`config.mk`:
```
export PLATFORM = sky130hd
export DESIGN_NAME = four_digit_seven_segment_scanner
export DESIGN_NICKNAME = d
export VERILOG_FILES = /design/src/rtl/fdss_pkg.sv /design/src/rtl/fdss_ctrl.sv /design/src/rtl/fdss_datapath.sv /design/src/rtl/four_digit_seven_segment_scanner.sv
export SDC_FILE = /design/constraint.sdc
export NUM_CORES = 1
export LEC_CHECK = 0
export ABC_AREA = 0
export BUFFER_PORTS_ARGS = -buffer_cell sky130_fd_sc_hd__buf_2
export CORE_MARGIN = 10
export CORE_UTILIZATION = 29
export CTS_BUF_LIST = sky130_fd_sc_hd__clkbuf_4 sky130_fd_sc_hd__clkbuf_8 sky130_fd_sc_hd__clkbuf_16
export DETAILED_ROUTE_END_ITERATION = 7
export PLACE_DENSITY = 0.56
export SKIP_LAST_GASP = 1
export SLEW_MARGIN = 25
export SYNTH_ARGS = -nofsm -noshare
export SYNTH_HDL_FRONTEND = slang
export SYNTH_SLANG_ARGS = --single-unit
```
`constraint.sdc`:
```
create_clock -name clk -period 4.6 [get_ports clk]
set_clock_uncertainty 0.05 [all_clocks]
set_input_delay 0.92 -clock clk [delete_from_list [all_inputs] [get_ports clk]]
set_output_delay 0.92 -clock clk [all_outputs]
set_load 0.05 [all_outputs]
```
`src/rtl/fdss_pkg.sv`:
```
package fdss_pkg;

  localparam int unsigned ValueWidth  = 16;
  localparam int unsigned RemWidth    = 14;
  localparam int unsigned WeightWidth = 10;
  localparam int unsigned DigitWidth  = 4;
  localparam int unsigned SegWidth    = 7;
  localparam int unsigned EnWidth     = 4;
  localparam int unsigned PosWidth    = 2;
  localparam int unsigned OutWidth    = 16;

  localparam logic [ValueWidth-1:0]  SatLimit   = 16'd9999;
  localparam logic [DigitWidth-1:0]  DigitMax   = 4'd9;
  localparam logic [PosWidth-1:0]    PosUnits   = 2'd3;

  typedef struct packed {
    logic load;
    logic step;
    logic commit;
  } fdss_cmd_t;

  typedef struct packed {
    logic can_sub;
    logic out_free;
  } fdss_stat_t;

  function automatic logic [SegWidth-1:0] seg_lookup(input logic [DigitWidth-1:0] d);
    logic [SegWidth-1:0] s;
    unique case (d)
      4'd0:    s = 7'h3F;
      4'd1:    s = 7'h06;
      4'd2:    s = 7'h5B;
      4'd3:    s = 7'h4F;
      4'd4:    s = 7'h66;
      4'd5:    s = 7'h6D;
      4'd6:    s = 7'h7D;
      4'd7:    s = 7'h07;
      4'd8:    s = 7'h7F;
      4'd9:    s = 7'h6F;
      default: s = 7'h00;
    endcase
    return s;
  endfunction

  function automatic logic [WeightWidth-1:0] weight_of(input logic [PosWidth-1:0] p);
    logic [WeightWidth-1:0] w;
    unique case (p)
      2'd0:    w = 10'd1000;
      2'd1:    w = 10'd100;
      2'd2:    w = 10'd10;
      default: w = 10'd1;
    endcase
    return w;
  endfunction

endpackage

```
`src/rtl/fdss_ctrl.sv`:
```
module fdss_ctrl (
  input  logic               clk,
  input  logic               rst,
  input  logic               s_tvalid,
  output logic               s_tready,
  input  fdss_pkg::fdss_stat_t stat,
  output fdss_pkg::fdss_cmd_t  cmd
);
  import fdss_pkg::*;

  localparam logic ST_IDLE = 1'b0;
  localparam logic ST_CALC = 1'b1;

  logic state;
  logic state_next;

  always_ff @(posedge clk) begin
    if (rst) begin
      state <= ST_IDLE;
    end else begin
      state <= state_next;
    end
  end

  always_comb begin
    state_next = state;
    cmd        = '0;
    s_tready   = 1'b0;
    unique case (state)
      ST_IDLE: begin
        s_tready = 1'b1;
        if (s_tvalid) begin
          cmd.load   = 1'b1;
          state_next = ST_CALC;
        end
      end
      ST_CALC: begin
        if (stat.can_sub) begin
          cmd.step = 1'b1;
        end else if (stat.out_free) begin
          cmd.commit = 1'b1;
          state_next = ST_IDLE;
        end
      end
      default: state_next = ST_IDLE;
    endcase
  end

endmodule

```
`src/rtl/fdss_datapath.sv`:
```
module fdss_datapath (
  input  logic                                clk,
  input  logic                                rst,
  input  logic [fdss_pkg::ValueWidth-1:0]     display_value,
  input  fdss_pkg::fdss_cmd_t                 cmd,
  output fdss_pkg::fdss_stat_t                stat,
  output logic                                m_tvalid,
  input  logic                                m_tready,
  output logic [fdss_pkg::SegWidth-1:0]       segment_pattern,
  output logic [fdss_pkg::EnWidth-1:0]        digit_enable_n,
  output logic [fdss_pkg::PosWidth-1:0]       digit_position
);
  import fdss_pkg::*;

  logic [PosWidth-1:0]    phase;
  logic [RemWidth-1:0]    remainder;
  logic [RemWidth-1:0]    work;
  logic [WeightWidth-1:0] weight;
  logic [DigitWidth-1:0]  digit;
  logic [ValueWidth-1:0]  sat_value;

  assign sat_value     = (display_value > SatLimit) ? SatLimit : display_value;
  assign stat.can_sub  = (work >= {{(RemWidth-WeightWidth){1'b0}}, weight}) &&
                         (digit != DigitMax);
  assign stat.out_free = !m_tvalid || m_tready;

  always_ff @(posedge clk) begin
    if (rst) begin
      phase     <= '0;
      remainder <= '0;
      m_tvalid  <= 1'b0;
    end else begin
      if (cmd.commit) begin
        phase    <= phase + 1'b1;
        m_tvalid <= 1'b1;
        if (phase != PosUnits) begin
          remainder <= work;
        end
      end else if (m_tready) begin
        m_tvalid <= 1'b0;
      end
    end
  end

  always_ff @(posedge clk) begin
    if (cmd.load) begin
      work   <= (phase == '0) ? sat_value[RemWidth-1:0] : remainder;
      weight <= weight_of(phase);
      digit  <= '0;
    end else if (cmd.step) begin
      work  <= work - {{(RemWidth-WeightWidth){1'b0}}, weight};
      digit <= digit + 1'b1;
    end
    if (cmd.commit) begin
      segment_pattern <= seg_lookup(digit);
      digit_enable_n  <= ~(EnWidth'(1) << phase);
      digit_position  <= phase;
    end
  end

endmodule

```
`src/rtl/four_digit_seven_segment_scanner.sv`:
```
// Four-digit multiplexed seven-segment scanner.
// Each accepted input beat is one refresh tick and yields one output beat that
// drives one digit; digits run thousands, hundreds, tens, units, then repeat.
// Input: s_tdata[15:0] is the value to show; only the thousands tick samples
// it, and values above 9999 show as 9999.
// Output: m_tdata holds segments a..g, active-low digit strobes and the
// digit position. Hold the strobes and segments until the next beat.
// An accepted beat first loads the working registers; the digit weight is
// then subtracted repeatedly (0 to 9 times, set by the digit value), and a
// final step loads the output register. A new beat is taken while the
// previous result is still waiting in the output register.
// A stalled output holds the block in its final step until m_tready rises.
// Reset clears the digit phase and remainder; the first tick is thousands.
module four_digit_seven_segment_scanner (
  input  logic        clk,
  input  logic        rst,
  input  logic        s_tvalid,
  output logic        s_tready,
  input  logic [15:0] s_tdata,   // [15:0] display_value
  output logic        m_tvalid,
  input  logic        m_tready,
  output logic [15:0] m_tdata    // [6:0] segment_pattern, [10:7] digit_enable_n,
                                 // [12:11] digit_position, [15:13] zero
);
  import fdss_pkg::*;

  fdss_cmd_t            cmd;
  fdss_stat_t           stat;
  logic [SegWidth-1:0]  segment_pattern;
  logic [EnWidth-1:0]   digit_enable_n;
  logic [PosWidth-1:0]  digit_position;

  fdss_ctrl u_ctrl (
    .clk      (clk),
    .rst      (rst),
    .s_tvalid (s_tvalid),
    .s_tready (s_tready),
    .stat     (stat),
    .cmd      (cmd)
  );

  fdss_datapath u_datapath (
    .clk             (clk),
    .rst             (rst),
    .display_value   (s_tdata),
    .cmd             (cmd),
    .stat            (stat),
    .m_tvalid        (m_tvalid),
    .m_tready        (m_tready),
    .segment_pattern (segment_pattern),
    .digit_enable_n  (digit_enable_n),
    .digit_position  (digit_position)
  );

  assign m_tdata = {{(OutWidth-SegWidth-EnWidth-PosWidth){1'b0}},
                    digit_position, digit_enable_n, segment_pattern};

endmodule

```
==> metrics <==
Final ANT Viol Nets=0; RSZ-0062 raised after global routing=false; Crit path required time=4.79 ns; Post-Synth XOR/XNOR Area=0.0223; post-synthesis adder-cell area fraction=0.0899; CTS clock-pin slew for the worst setup and hold paths=0.10 ns; top cells by area, synth=edfxtp_1, dfxtp_1, ha_1, nand2b_1, mux2i_1; maximum VDD drop=136 uV; die width=124 um; top cells by count, synth=edfxtp_1, nand2b_1, dfxtp_1; CTS tree=yes; Worst R2R End=u_datapath.remainder[13]; vias after detailed routing=2,291; post-synthesis sequential area ratio=0.455; Clock Latency Late Sink=0.31 ns; Tcrit/Tclk final=0.663; main flop type after synthesis=edfxtp_1; drt initial violations=121; worst setup margin=1.55 ns; Synth Area in Compound Gates=0.163; clock sinks=55; worst-case hold path end point=u_datapath.remainder[3]; IO buf count=34; final-report hold violation count=0; pins over their slew limit=0; cells after synthesis=306; total power=1.43 mW; drt first pass iters=4; dpl cell area=3430 sq um; CP endpoint kind=flip-flop; Setup Crit Path Kind=reg2reg; TNS Setup=0 ns; Post-Synth Simple-Gate Area=0.158; initial antenna violation count=1; pin slew with the least headroom to its limit=0.953 ns; Post-Syn Area per Cell=10.3 sq um; FFs w/ async S/R, synth=0; area leader, netlist=edfxtp_1; Ys Warns=0; Min Hold Slack=0.432 ns; post-CTS sizing=0; Leak=1.34 nW; Via density=4.83; Global Route Usage Sum=0.0946; fraction of synthesized area in multiplexers=0.0621; crit-path max FO=14; fraction of layout cells with a size suffix above 1=0.163; Critical Path AT=3.24 ns; clock root buffer=clkbuf_8; hold depth=2; first-pass GRT wire length=11,700 um; worst slack, placed=1.57 ns; R2R depth=10; outcome=finished, final reports clean; largest family of logic cells by synthesized area=compound AO/OA/AOI/OAI gates; final worst path period need=3.05 ns; Crit Reg-Reg Startpoint=u_datapath.work[0]; Remaining DRCs=0; die height=124 um; HP Class=reg2reg; postcts setup bufs=0; H-tree Lvls=2; Top Ports=38; fmax=328 MHz; Worst setup SP type=flip-flop; fin cells=474; total CTS buffers=5; GRT overflow=0; largest net degree at the start of global routing=35; placed insts=466; Max-Cap Viols=0; WL/cell=14.9 um; area delta synth->final=11.9%; vias in the first global route=2,371; Final Core Density=0.336; design area=3520 sq um; core area=10,500 sq um; buffer depth of the longest clock path=2; Power per Cell Area=407 nW/um^2; worst rel slew slack=0.362; Worst Hold Launch=u_datapath.remainder[3]; number of diodes=0; Synth top area share=0.315; synthesized area=3150 sq um; Post-DP HPWL=5240 um; Distinct cells, synth=54; FF+latch count, synth=55; final RePlAce weighted congestion=0.867; num rows=37; nets@finish=379; # setup viols final=0; final WL=7040 um; hold buffers post-CTS=0; Initial Util=0.301; R2R Setup Slk=1.55 ns; die footprint=15,400 sq um; Post-synth EDFFs=33
==> cells in the final DEF (no fill, tap or decap), types with 2 or more instances in the layout <==
master	instances
a21o_1	4
nand3_1	4
nand2_1	18
edfxtp_1	33
a221o_1	2
nor2b_1	4
o221ai_1	6
o21a_1	3
o211ai_1	2
o22ai_1	5
xor2_1	4
mux2i_1	18
inv_1	21
xnor2_1	4
clkbuf_8	5
a221oi_1	5
nor3_1	5
nand2b_1	33
conb_1	3
a21oi_1	14
o31ai_1	2
buf_2	34
nor2_1	19
dfxtp_1	22
o21ai_0	15
ha_1	21
a31oi_1	2
a21oi_2	2
==> sequential cells by signal, indices dropped and copies added, names as in the netlist <==
register	flops
u_ctrl.state	1
u_datapath.remainder	14
u_datapath.digit	4
u_datapath.digit_enable_n	4
u_datapath.segment_pattern	7
u_datapath.work	14
u_datapath.digit_position	2
u_datapath.phase	2
u_datapath.m_tvalid	1
u_datapath.weight	6
==> worst max path at each step <==
| stage | start | end | depth (start not counted) | slack [ns] |
|---|---|---|---|---|
| 2_1_floorplan | u_datapath.work[0] | u_datapath.phase[0] | 10 | 1.72 |
| 4_1_cts | u_datapath.work[0] | u_datapath.remainder[13] | 10 | 1.54 |
| 3_3_place_gp | u_datapath.work[0] | u_datapath.remainder[7] | 10 | 1.69 |
| 3_5_place_dp | u_datapath.work[0] | u_datapath.remainder[4] | 10 | 1.57 |
| 5_1_grt | u_datapath.work[0] | u_datapath.remainder[11] | 10 | 1.31 |
| 6_report | u_datapath.work[0] | u_datapath.remainder[13] | 10 | 1.55 |
==> where the power goes <==
group / internal (mW) / total (mW) / switching [mW]
sequential: 0.618 / 0.691 / 0.0729
clock: 0.113 / 0.274 / 0.161
combinational: 0.195 / 0.468 / 0.273
total: 0.926 / 1.43 / 0.507
==> worst max-delay path, cell delays in order (launching register included) <==
cell      delay [ns]
edfxtp_1        0.41
inv_1           0.08
ha_1            0.17
inv_1           0.06
fa_1            0.40
a21oi_1         0.21
o21ai_1         0.15
a21oi_2         0.24
a21oi_2         0.14
nor3_4          0.79
mux2i_1         0.27
==> logic make-up after synthesis <==
group | count (synthesis)
buffers and inverters | 35
multiplexers | 19
other | 1
flip-flops | 55
XOR/XNOR | 8
AND/OR/NAND/NOR | 92
AO/OA/AOI/OAI | 74
adder cells (fa/ha/maj) | 22
==> per-layer routing <==
metal / GRT usage / up-vias / wire (um) / part of all wire
li1: - / 1154 / - / -
met1: 0.112 / 1096 / 3060 / 0.44
met2: 0.166 / 32 / 3580 / 0.51
met3: 0.0258 / 7 / 325 / 0.046
met4: 0.0209 / 2 / 58 / 0.0082
met5: 0 / - / 10 / 0.0014
==> area by class of cell <==
| cell class | count | area, sq um |
|---|---|---|
| fill | 1081 | 6940 |
| multi-input combinational | 218 | 1570 |
| sequential | 55 | 1430 |
| timing repair buffer | 35 | 178 |
| tap | 136 | 170 |
| inverter | 22 | 82.6 |
| clock buffer | 6 | 76.3 |
| clock inverter | 2 | 12.5 |
No activity file was read; power rests on OpenSTA's default activity.
